## src/hdl/cwpsnr_pkg.sv

```systemverilog
`default_nettype none

package cwpsnr_pkg;

   // field widths
   localparam int SAMPLE_W    = 32;
   localparam int VAR_W       = 32;
   localparam int LEN_W       = 11;
   localparam int SUM_W       = 64;
   localparam int SNR_W       = 32;

   // tdata layout: signal_real, signal_imag, noise_variance, chunk_length, zero pad
   localparam int REQ_TDATA_W = 112;
   localparam int RSP_TDATA_W = 32;

   localparam int               MAX_CHUNK_SAMPLES_DEF = 1024;
   localparam logic [LEN_W-1:0] MIN_CHUNK_RESET       = 11'd5;

   // divider and root step counter
   localparam int STEP_W = 6;

   typedef enum logic [3:0] {
      ST_IDLE,
      ST_MUL_RE,
      ST_MUL_IM,
      ST_CHECK,
      ST_DIV,
      ST_ACC,
      ST_ROOT_LOAD,
      ST_ROOT,
      ST_DONE
   } state_type;

endpackage

`default_nettype wire

```

## src/hdl/chunked_weighted_power_snr.sv

```systemverilog
`default_nettype none

// Chunked weighted power SNR. Each accepted sample adds floor((re^2+im^2)*2^16/variance)
// to a 64-bit Q48.16 accumulator unless its chunk (length taken from the chunk's first
// sample, zero read as one, clamped to MAX_CHUNK_SAMPLES) is shorter than the CSR
// minimum. The sample with tlast set returns floor(sqrt(sum)) as Q24.8 in rsp_tdata and
// the saturation flag in rsp_tuser, then clears the accumulator and chunk state. After
// its req transfer, a counted sample passes through ST_MUL_RE and ST_MUL_IM on the shared
// 32x32 multiplier, a check, the bit-serial restoring divider and an accumulate before
// req_tready returns; the divider is bypassed when the variance is zero or the quotient
// saturates; a sample in a skipped chunk, unless it has tlast, leaves req_tready high. A
// tlast sample also runs the 2-bit-per-step square root and the output register handoff,
// plus any wait for the previous result to be taken. The csr channel is always ready; write it only idle.
module chunked_weighted_power_snr #(
   parameter int MAX_CHUNK_SAMPLES = cwpsnr_pkg::MAX_CHUNK_SAMPLES_DEF
) (
   input  wire logic                               clock,
   input  wire logic                               reset,

   input  wire logic                               req_tvalid,
   output logic                                    req_tready,
   // [31:0] signal_real, [63:32] signal_imag, [95:64] noise_variance,
   // [106:96] chunk_length, [111:107] zero
   input  wire logic [cwpsnr_pkg::REQ_TDATA_W-1:0] req_tdata,
   input  wire logic                               req_tlast,

   output logic                                    rsp_tvalid,
   input  wire logic                               rsp_tready,
   // [31:0] snr
   output logic [cwpsnr_pkg::RSP_TDATA_W-1:0]      rsp_tdata,
   // [0] saturated
   output logic [0:0]                              rsp_tuser,

   input  wire logic                               csr_valid,
   output logic                                    csr_ready,
   input  wire logic [cwpsnr_pkg::LEN_W-1:0]       csr_data
);

   localparam int SW    = cwpsnr_pkg::SAMPLE_W;
   localparam int VW    = cwpsnr_pkg::VAR_W;
   localparam int LW    = cwpsnr_pkg::LEN_W;
   localparam int MW    = cwpsnr_pkg::SUM_W;
   localparam int QW    = cwpsnr_pkg::SNR_W;
   localparam int TW    = cwpsnr_pkg::STEP_W;
   localparam int CNT_W = $clog2(MAX_CHUNK_SAMPLES + 1);
   localparam int CMP_W = (CNT_W > LW) ? CNT_W : LW;

   cwpsnr_pkg::state_type state_ff, state_in;

   logic [LW-1:0]    min_len_ff, min_len_in;
   logic [MW-1:0]    power_sum_ff, power_sum_in;
   logic [CNT_W-1:0] left_ff, left_in;
   logic             skipped_ff, skipped_in;
   logic             ovf_ff, ovf_in;
   logic             rsp_valid_ff, rsp_valid_in;

   logic [SW-1:0]    re_mag_ff, re_mag_in;
   logic [SW-1:0]    im_mag_ff, im_mag_in;
   logic [VW-1:0]    var_ff, var_in;
   logic             last_ff, last_in;
   logic [MW-1:0]    sq_ff, sq_in;
   logic [MW-1:0]    p_ff, p_in;
   logic [VW-1:0]    rem_ff, rem_in;       // divider remainder, below the divisor while dividing
   logic [MW-1:0]    lo_ff, lo_in;         // dividend bits out, quotient bits in; root source
   logic [TW-1:0]    step_ff, step_in;
   logic [QW+1:0]    rt_rem_ff, rt_rem_in;
   logic [QW-1:0]    root_ff, root_in;
   logic [QW-1:0]    rsp_snr_ff, rsp_snr_in;
   logic             rsp_sat_ff, rsp_sat_in;

   logic             req_xfer;
   logic             rsp_load;
   logic             skip_now;

   logic [SW-1:0]    re_raw, im_raw;
   logic [LW-1:0]    len_raw, len_nz;
   logic [CMP_W-1:0] len_clamped;
   logic [SW-1:0]    mul_op;
   logic [MW-1:0]    prod;
   logic [MW-1:0]    p_sum;
   logic [VW:0]      div_trial;
   logic             div_fit;
   logic [MW:0]      acc_sum;
   logic [QW+3:0]    rt_trial_rem;
   logic [QW+3:0]    rt_trial_sub;
   logic             rt_fit;

   assign re_raw  = req_tdata[SW-1:0];
   assign im_raw  = req_tdata[2*SW-1:SW];
   assign len_raw = req_tdata[2*SW+VW+LW-1:2*SW+VW];
   assign len_nz  = (len_raw == '0) ? LW'(1) : len_raw;

   always_comb begin
      if (CMP_W'(len_nz) > CMP_W'(MAX_CHUNK_SAMPLES)) begin
         len_clamped = CMP_W'(MAX_CHUNK_SAMPLES);
      end else begin
         len_clamped = CMP_W'(len_nz);
      end
   end

   assign skip_now = (left_ff == '0) ? (len_clamped < CMP_W'(min_len_ff)) : skipped_ff;

   assign mul_op = (state_ff == cwpsnr_pkg::ST_MUL_RE) ? re_mag_ff : im_mag_ff;
   assign prod   = MW'(mul_op) * MW'(mul_op);
   assign p_sum  = p_ff + sq_ff;

   assign div_trial = {rem_ff, lo_ff[MW-1]};
   assign div_fit   = div_trial >= {1'b0, var_ff};
   assign acc_sum   = {1'b0, power_sum_ff} + {1'b0, lo_ff};

   assign rt_trial_rem = {rt_rem_ff, lo_ff[MW-1:MW-2]};
   assign rt_trial_sub = {2'b00, root_ff, 2'b01};
   assign rt_fit       = rt_trial_rem >= rt_trial_sub;

   // next state
   always_comb begin
      state_in = state_ff;
      case (state_ff)
         cwpsnr_pkg::ST_IDLE: begin
            if (req_xfer) begin
               if (!skip_now) begin
                  state_in = cwpsnr_pkg::ST_MUL_RE;
               end else if (req_tlast) begin
                  state_in = cwpsnr_pkg::ST_ROOT_LOAD;
               end
            end
         end
         cwpsnr_pkg::ST_MUL_RE: state_in = cwpsnr_pkg::ST_MUL_IM;
         cwpsnr_pkg::ST_MUL_IM: state_in = cwpsnr_pkg::ST_CHECK;
         cwpsnr_pkg::ST_CHECK: begin
            if (var_ff == '0 || {16'b0, p_sum[MW-1:MW-16]} >= var_ff) begin
               state_in = cwpsnr_pkg::ST_ACC;
            end else begin
               state_in = cwpsnr_pkg::ST_DIV;
            end
         end
         cwpsnr_pkg::ST_DIV: begin
            if (step_ff == '1) begin
               state_in = cwpsnr_pkg::ST_ACC;
            end
         end
         cwpsnr_pkg::ST_ACC: begin
            state_in = last_ff ? cwpsnr_pkg::ST_ROOT_LOAD : cwpsnr_pkg::ST_IDLE;
         end
         cwpsnr_pkg::ST_ROOT_LOAD: state_in = cwpsnr_pkg::ST_ROOT;
         cwpsnr_pkg::ST_ROOT: begin
            if (step_ff[TW-2:0] == '1) begin
               state_in = cwpsnr_pkg::ST_DONE;
            end
         end
         cwpsnr_pkg::ST_DONE: begin
            if (!rsp_valid_ff || rsp_tready) begin
               state_in = cwpsnr_pkg::ST_IDLE;
            end
         end
         default: state_in = cwpsnr_pkg::ST_IDLE;
      endcase
   end

   // outputs
   always_comb begin
      req_tready = 1'b0;
      rsp_load   = 1'b0;
      case (state_ff)
         cwpsnr_pkg::ST_IDLE: req_tready = 1'b1;
         cwpsnr_pkg::ST_DONE: rsp_load = !rsp_valid_ff || rsp_tready;
         default: begin
            req_tready = 1'b0;
            rsp_load   = 1'b0;
         end
      endcase
   end

   assign req_xfer   = req_tvalid && req_tready;
   assign csr_ready  = 1'b1;
   assign rsp_tvalid = rsp_valid_ff;
   assign rsp_tdata  = rsp_snr_ff;
   assign rsp_tuser  = rsp_sat_ff;

   // datapath
   always_comb begin
      min_len_in   = min_len_ff;
      power_sum_in = power_sum_ff;
      left_in      = left_ff;
      skipped_in   = skipped_ff;
      ovf_in       = ovf_ff;
      re_mag_in    = re_mag_ff;
      im_mag_in    = im_mag_ff;
      var_in       = var_ff;
      last_in      = last_ff;
      sq_in        = sq_ff;
      p_in         = p_ff;
      rem_in       = rem_ff;
      lo_in        = lo_ff;
      step_in      = step_ff;
      rt_rem_in    = rt_rem_ff;
      root_in      = root_ff;
      rsp_snr_in   = rsp_snr_ff;
      rsp_sat_in   = rsp_sat_ff;

      if (csr_valid && csr_ready) begin
         min_len_in = csr_data;
      end

      if (rsp_load) begin
         rsp_valid_in = 1'b1;
      end else if (rsp_tready) begin
         rsp_valid_in = 1'b0;
      end else begin
         rsp_valid_in = rsp_valid_ff;
      end

      case (state_ff)
         cwpsnr_pkg::ST_IDLE: begin
            if (req_xfer) begin
               re_mag_in = re_raw[SW-1] ? (~re_raw + SW'(1)) : re_raw;
               im_mag_in = im_raw[SW-1] ? (~im_raw + SW'(1)) : im_raw;
               var_in    = req_tdata[2*SW+VW-1:2*SW];
               last_in   = req_tlast;
               skipped_in = skip_now;
               if (left_ff == '0) begin
                  left_in = CNT_W'(len_clamped - CMP_W'(1));
               end else begin
                  left_in = left_ff - CNT_W'(1);
               end
            end
         end
         cwpsnr_pkg::ST_MUL_RE: sq_in = prod;
         cwpsnr_pkg::ST_MUL_IM: begin
            p_in  = sq_ff;
            sq_in = prod;
         end
         cwpsnr_pkg::ST_CHECK: begin
            step_in = '0;
            rem_in  = VW'(p_sum[MW-1:MW-16]);
            if (var_ff == '0 || {16'b0, p_sum[MW-1:MW-16]} >= var_ff) begin
               lo_in  = '1;
               ovf_in = 1'b1;
            end else begin
               lo_in = {p_sum[MW-17:0], 16'b0};
            end
         end
         cwpsnr_pkg::ST_DIV: begin
            step_in = step_ff + TW'(1);
            if (div_fit) begin
               rem_in = VW'(div_trial - {1'b0, var_ff});
            end else begin
               rem_in = div_trial[VW-1:0];
            end
            lo_in = {lo_ff[MW-2:0], div_fit};
         end
         cwpsnr_pkg::ST_ACC: begin
            if (acc_sum[MW]) begin
               power_sum_in = '1;
               ovf_in       = 1'b1;
            end else begin
               power_sum_in = acc_sum[MW-1:0];
            end
         end
         cwpsnr_pkg::ST_ROOT_LOAD: begin
            lo_in     = power_sum_ff;
            rt_rem_in = '0;
            root_in   = '0;
            step_in   = '0;
         end
         cwpsnr_pkg::ST_ROOT: begin
            step_in = step_ff + TW'(1);
            lo_in   = {lo_ff[MW-3:0], 2'b00};
            if (rt_fit) begin
               rt_rem_in = (QW+2)'(rt_trial_rem - rt_trial_sub);
            end else begin
               rt_rem_in = rt_trial_rem[QW+1:0];
            end
            root_in = {root_ff[QW-2:0], rt_fit};
         end
         cwpsnr_pkg::ST_DONE: begin
            if (rsp_load) begin
               rsp_snr_in   = root_ff;
               rsp_sat_in   = ovf_ff;
               power_sum_in = '0;
               left_in      = '0;
               skipped_in   = 1'b0;
               ovf_in       = 1'b0;
            end
         end
         default: begin
            step_in = '0;
         end
      endcase
   end

   always_ff @(posedge clock) begin
      if (reset) begin
         state_ff     <= cwpsnr_pkg::ST_IDLE;
         min_len_ff   <= cwpsnr_pkg::MIN_CHUNK_RESET;
         power_sum_ff <= '0;
         left_ff      <= '0;
         skipped_ff   <= 1'b0;
         ovf_ff       <= 1'b0;
         rsp_valid_ff <= 1'b0;
      end else begin
         state_ff     <= state_in;
         min_len_ff   <= min_len_in;
         power_sum_ff <= power_sum_in;
         left_ff      <= left_in;
         skipped_ff   <= skipped_in;
         ovf_ff       <= ovf_in;
         rsp_valid_ff <= rsp_valid_in;
      end
   end

   always_ff @(posedge clock) begin
      re_mag_ff  <= re_mag_in;
      im_mag_ff  <= im_mag_in;
      var_ff     <= var_in;
      last_ff    <= last_in;
      sq_ff      <= sq_in;
      p_ff       <= p_in;
      rem_ff     <= rem_in;
      lo_ff      <= lo_in;
      step_ff    <= step_in;
      rt_rem_ff  <= rt_rem_in;
      root_ff    <= root_in;
      rsp_snr_ff <= rsp_snr_in;
      rsp_sat_ff <= rsp_sat_in;
   end

`ifndef ASSERT_OFF
   // restoring divider keeps its remainder below the divisor
   a_div_rem_bound: assert property (@(posedge clock) disable iff (reset)
      (state_ff == cwpsnr_pkg::ST_DIV) |-> (rem_ff < var_ff))
      else $error("divider remainder not below divisor");

   // root remainder never exceeds twice the partial root
   a_root_rem_bound: assert property (@(posedge clock) disable iff (reset)
      (state_ff == cwpsnr_pkg::ST_ROOT) |-> (rt_rem_ff <= {1'b0, root_ff, 1'b0}))
      else $error("square root remainder out of range");

   a_div_done: assert property (@(posedge clock) disable iff (reset)
      (state_ff == cwpsnr_pkg::ST_DIV && step_ff == '1) |=> (state_ff == cwpsnr_pkg::ST_ACC))
      else $error("divider did not hand off after its last step");

   // a result handoff clears the series state
   a_clear_on_result: assert property (@(posedge clock) disable iff (reset)
      rsp_load |=> (rsp_valid_ff && power_sum_ff == '0 && !ovf_ff && left_ff == '0))
      else $error("series state not cleared on result");

   a_no_req_while_busy: assert property (@(posedge clock) disable iff (reset)
      (req_xfer && !skip_now) |=> !req_tready)
      else $error("input taken while a sample is being processed");
`endif

endmodule

`default_nettype wire

```

## config.mk

```make
export PLATFORM = sky130hd
export DESIGN_NAME = chunked_weighted_power_snr
export DESIGN_NICKNAME = d
export VERILOG_FILES = /design/src/hdl/cwpsnr_pkg.sv /design/src/hdl/chunked_weighted_power_snr.sv
export SDC_FILE = /design/constraint.sdc
export NUM_CORES = 2
export LEC_CHECK = 0
export BUFFER_PORTS_ARGS = -buffer_cell sky130_fd_sc_hd__buf_4
export CAP_MARGIN = 20
export CORE_MARGIN = 3
export CORE_UTILIZATION = 55
export CTS_BUF_LIST = sky130_fd_sc_hd__clkbuf_4
export DETAILED_ROUTE_END_ITERATION = 12
export MAX_ROUTING_LAYER = met4
export PLACE_DENSITY = 0.69
export SKIP_CTS_REPAIR_TIMING = 1
export SYNTH_ARGS = -nofsm -noshare
export SYNTH_HDL_FRONTEND = slang
export SYNTH_SLANG_ARGS = --single-unit
```

## constraint.sdc

```tcl
create_clock -name clock -period 11.5 [get_ports clock]
set_clock_uncertainty 0.05 [all_clocks]
set_input_delay 2.3 -clock clock [delete_from_list [all_inputs] [get_ports clock]]
set_output_delay 2.3 -clock clock [all_outputs]
set_load 0.01 [all_outputs]
```

== Word-level counts from Yosys, hierarchy flattened ==
Index checks and enable logic that the tools add are counted.
Word-level totals
  register bits: 519
  input port bits: 129
  output and inout bits: 36
  logic and storage cells: 121
Cells by class
  add/subtract/negate cells: 9
  multiply operators: 1
  magnitude comparators: 5
  eq/ne operators: 18
  mux-type cells: 40
  bitwise operators: 2
  reductions and logical operators: 24
Operators by type and width (number)
  $pmux 64 s4: 1
  $mux 64: 3
  $pmux 32 s2: 2
  $pmux 64 s2: 1
  $pmux 34 s2: 1
  $add 64x64->65: 1
  $add 32x1->32 const B: 2
  $add 64x64->64: 1
  $mul 32x32->64: 1
  $mux 32: 2
  $not 32->32: 2
  $mux 31: 2
  $mux 11: 5
  $ge 36x34->1: 1
  $pmux 4 s9: 1
  $mux 34: 1
  $sub 34x34->34: 1
  $ge 33x32->1: 1
  $ge 16x32->1: 1
  $logic_not 32->1: 1
  $sub 32x32->32: 1
  $mux 4: 6
  $logic_not 11->1: 2
  $pmux 11 s2: 1
  30 further kinds: 58

== Depth between registers and ports, before layout ==
  word-level depth: 9
  gate-level depth with buffers: 37

== Worst setup path after synthesis ==
OpenSTA, ideal clock, no wires.
  path kind: register to register
  start point: register state_ff[1]
  end point: register sq_ff[48] (data pin)
  library setup time: 0.269 ns
  arrival: 9.067 ns
  setup slack: 2.114 ns
  stages on the path, launching flop included: 36
  path buffers: 4
  period minus slack after synthesis: 9.386 ns
  cells stage by stage: dfxtp_1 -> clkbuf_1 -> nor2_1 -> nand2_1 -> nor2_1 -> buf_2 -> mux2i_1 -> clkbuf_1 -> clkbuf_1 -> nor2_1 -> fa_1 -> inv_1 -> fa_1 -> inv_1 -> fa_1 -> inv_1 -> fa_1 -> inv_1 -> fa_1 -> fa_1 -> fa_1 -> inv_1 -> fa_1 -> inv_1 -> ha_1 -> a21o_1 -> a21o_1 -> a221oi_1 -> o21ai_0 -> a2111oi_2 -> a21oi_2 -> a31oi_1 -> o21ai_1 -> a21oi_1 -> o31ai_1 -> xor2_1
Between the ends
  word-level cells in the longest chain between the ends: 3
Ends and longest elaborated chain
  start: declaration: RTL line chunked_weighted_power_snr.sv:48  | cwpsnr_pkg::state_type state_ff, state_in;
  start signal: assignment: RTL line chunked_weighted_power_snr.sv:294  | state_ff <= cwpsnr_pkg::ST_IDLE;
  start signal: assignment: RTL line chunked_weighted_power_snr.sv:302  | state_ff <= state_in;
  $eq 4x1->1: RTL line chunked_weighted_power_snr.sv:103  | assign mul_op = (state_ff == cwpsnr_pkg::ST_MUL_RE) ? re_mag_ff : im_mag_ff;
  $mux 32: RTL line chunked_weighted_power_snr.sv:103
  $mul 32x32->64: RTL line chunked_weighted_power_snr.sv:104  | assign prod = MW'(mul_op) * MW'(mul_op);
  named net prod[48]: RTL line chunked_weighted_power_snr.sv:79  | logic [MW-1:0] prod;
  end signal: assignment: RTL line chunked_weighted_power_snr.sv:317  | sq_ff <= sq_in;
  end: declaration: RTL line chunked_weighted_power_snr.sv:61  | logic [MW-1:0] sq_ff, sq_in;
The timed path passes the listed nets, and every way through them passes these cells.
A chain may end at the register's enable or synchronous reset.

== Worst setup path after layout ==
  start point: register state_ff[3]
  end point: register sq_ff[63] (data pin)
The elaborated chain is that of the path after synthesis.

==> metrics <==
Critical Path End=sq_ff[63]; Root Buffer=clkbuf_4; slowest CP cell=fa_1; vias in the first global route=47.3k; Top FF cell, synth=edfxtp_1; drt initial violations=2990; Req. time, crit path=12200 ps; area delta synth->final=7.89%; share of layout cells above drive strength 1=9.87%; die area=0.114 sq mm; # fillers=9360; Setup crit start kind=register; sequential share of the synthesized area=24.1%; Yosys cell types=102; relative slew slack=22.7%; CTS H-tree lvls=4; Fmax=95.1 MHz; r2r startpoint=state_ff[3]; antenna viol nets, final=0; WP data arrival=11220 ps; critical path peak fanout=17; post-layout util=59.9%; Synth Instances=6243; status=completed; # DRC=0; unrepaired setup endpoints after global routing=no; Reg2Reg Depth=35; Crit path largest cell delay=570 ps; clk slew on worst S/H paths=70 ps; r2r endpoint=sq_ff[63]; YS warnings=0; PortBufs=158; Post-synth EDFFs=424; CP startpoint=state_ff[3]; crit share post-route=91.5%; routed len/inst=19.0 um; R2R Setup Slk=980 ps; initial core utilization=55.6%; site row count=121; clk sinks=517; final setup vio count=0; largest net degree at the start of global routing=89; WL final=152000 um; Total Routing Usage GR=28.0%; Mapped Area=0.0606 sq mm; Final Max Slew Viols=0; core area=0.109 sq mm; Die X=338 um; Placer Congestion=0.969; chip height=338 um; post-place setup slack=1030 ps; CP Capture Type=register; Final Hold Viols=0; worst-margin pin slew=1130 ps; Final nets=7831; CTS Buffer Depth=3; initial antenna violation count=2; HP Class=reg -> reg; Min Hold Slack=375 ps; most common cell after layout, fill and taps aside=inv_1; DP Wirelength=117000 um; DR vias=45.2k; PnR worst setup slack=981 ps; most frequent cells in the layout=1156 x inv_1, 794 x fa_1, 537 x nor2_1; CTS tree=done; CP Class=reg -> reg; gr ovfl total=0; ys async rst share=0%; DRT Pass-1 Iters=6; Final min period=10520 ps; Post-Syn Area per Cell=9.71 sq um; Worst-Skew Late Latency=1030 ps; number of vias per cell=5.66; Mapped Nets=7678; Synth Register Bits=517; CTS Buf Count=144; Ports=165; TNS Setup=0 ps; first-pass GRT wire length=246000 um; max-cap violation count=0
## sequential cells by signal (all words and copies together), names as in the netlist
| name | cells |
|---|---|
| rsp_tvalid | 1 |
| lo_ff | 64 |
| ovf_ff | 1 |
| rem_ff | 32 |
| p_ff | 63 |
| rt_rem_ff | 34 |
| step_ff | 6 |
| var_ff | 32 |
| re_mag_ff | 32 |
| im_mag_ff | 32 |
| sq_ff | 63 |
| skipped_ff | 1 |
| rsp_tdata | 32 |
| root_ff | 32 |
| min_len_ff | 11 |
| power_sum_ff | 64 |
| last_ff | 1 |
| rsp_tuser | 1 |
| left_ff | 11 |
| state_ff | 4 |
## cells in the mapped netlist (93+ instances only)
library cell	instances	area (sq um)
inv_1	1157	4340
fa_1	794	15900
nor2_1	541	2030
ha_1	512	6410
nand2_1	429	1610
edfxtp_1	424	12700
a21oi_1	332	1660
xnor2_1	212	1860
a21o_1	201	1510
clkbuf_1	186	698
o21ai_0	154	771
xor2_1	106	928
dfxtp_1	93	1860
## worst min-delay path by stage
stage	start	endpoint	slack (ps)	depth (start not counted)
floorplan	ovf_ff	rsp_tuser	360	0
global placement	ovf_ff	rsp_tuser	370	0
detailed placement	ovf_ff	rsp_tuser	370	0
CTS	sq_ff[28]	p_ff[28]	370	0
global route	ovf_ff	rsp_tuser	370	0
finish	sq_ff[28]	p_ff[28]	380	0
## per-layer routing
metal | wire, um | vias to the layer above | global-route usage [%]
met5 | 0 | - | -
met4 | 5200 | 0 | 9.54
met3 | 11500 | 340 | 5.00
met2 | 71600 | 1644 | 45.4
met1 | 63700 | 22100 | 35.8
li1 | - | 21100 | -
## cell type report
class                           instances  area (sq um)  area share [%]
Multi-Input combinational cell       4331         40900            62.5
Sequential cell                       517         14600            22.3
Inverter                             1165          4380            6.69
Tap cell                             1476          1850            2.82
Timing Repair Buffer                  237          1780            2.72
Clock buffer                          198          1490            2.27
Clock inverter                         59           412           0.629
Antenna cell                            3          7.51          0.0115
## critical path, delay by kind of cell (launching register included)
family | cells | cell delay [ps]
compound gates | 7 | 1690
fa+ha+maj | 9 | 4040
xor+xnor | 1 | 120
buf+inv | 10 | 1890
simple gates | 7 | 1890
flops | 1 | 300
mux | 1 | 220
## logic make-up after synthesis
family          share of synthesized area [%]
fa+ha+maj                                36.8
mux                                      2.79
compound gates                           13.2
flops                                    24.1
xor+xnor                                 4.59
simple gates                             9.87
buf+inv                                  8.69
other cells                           0.00618
## stage by stage
step                      instances  cell area, sq um
after global placement         7726             63500
after global routing           7986             65400
final                          7986             65400
after detailed placement       7726             63500
after floorplan                6243             60600
after CTS                      7983             65400
Power is left out: the tool's default activity adds up to more than one toggle a clock period on the data nets, which glitch-free logic cannot reach.
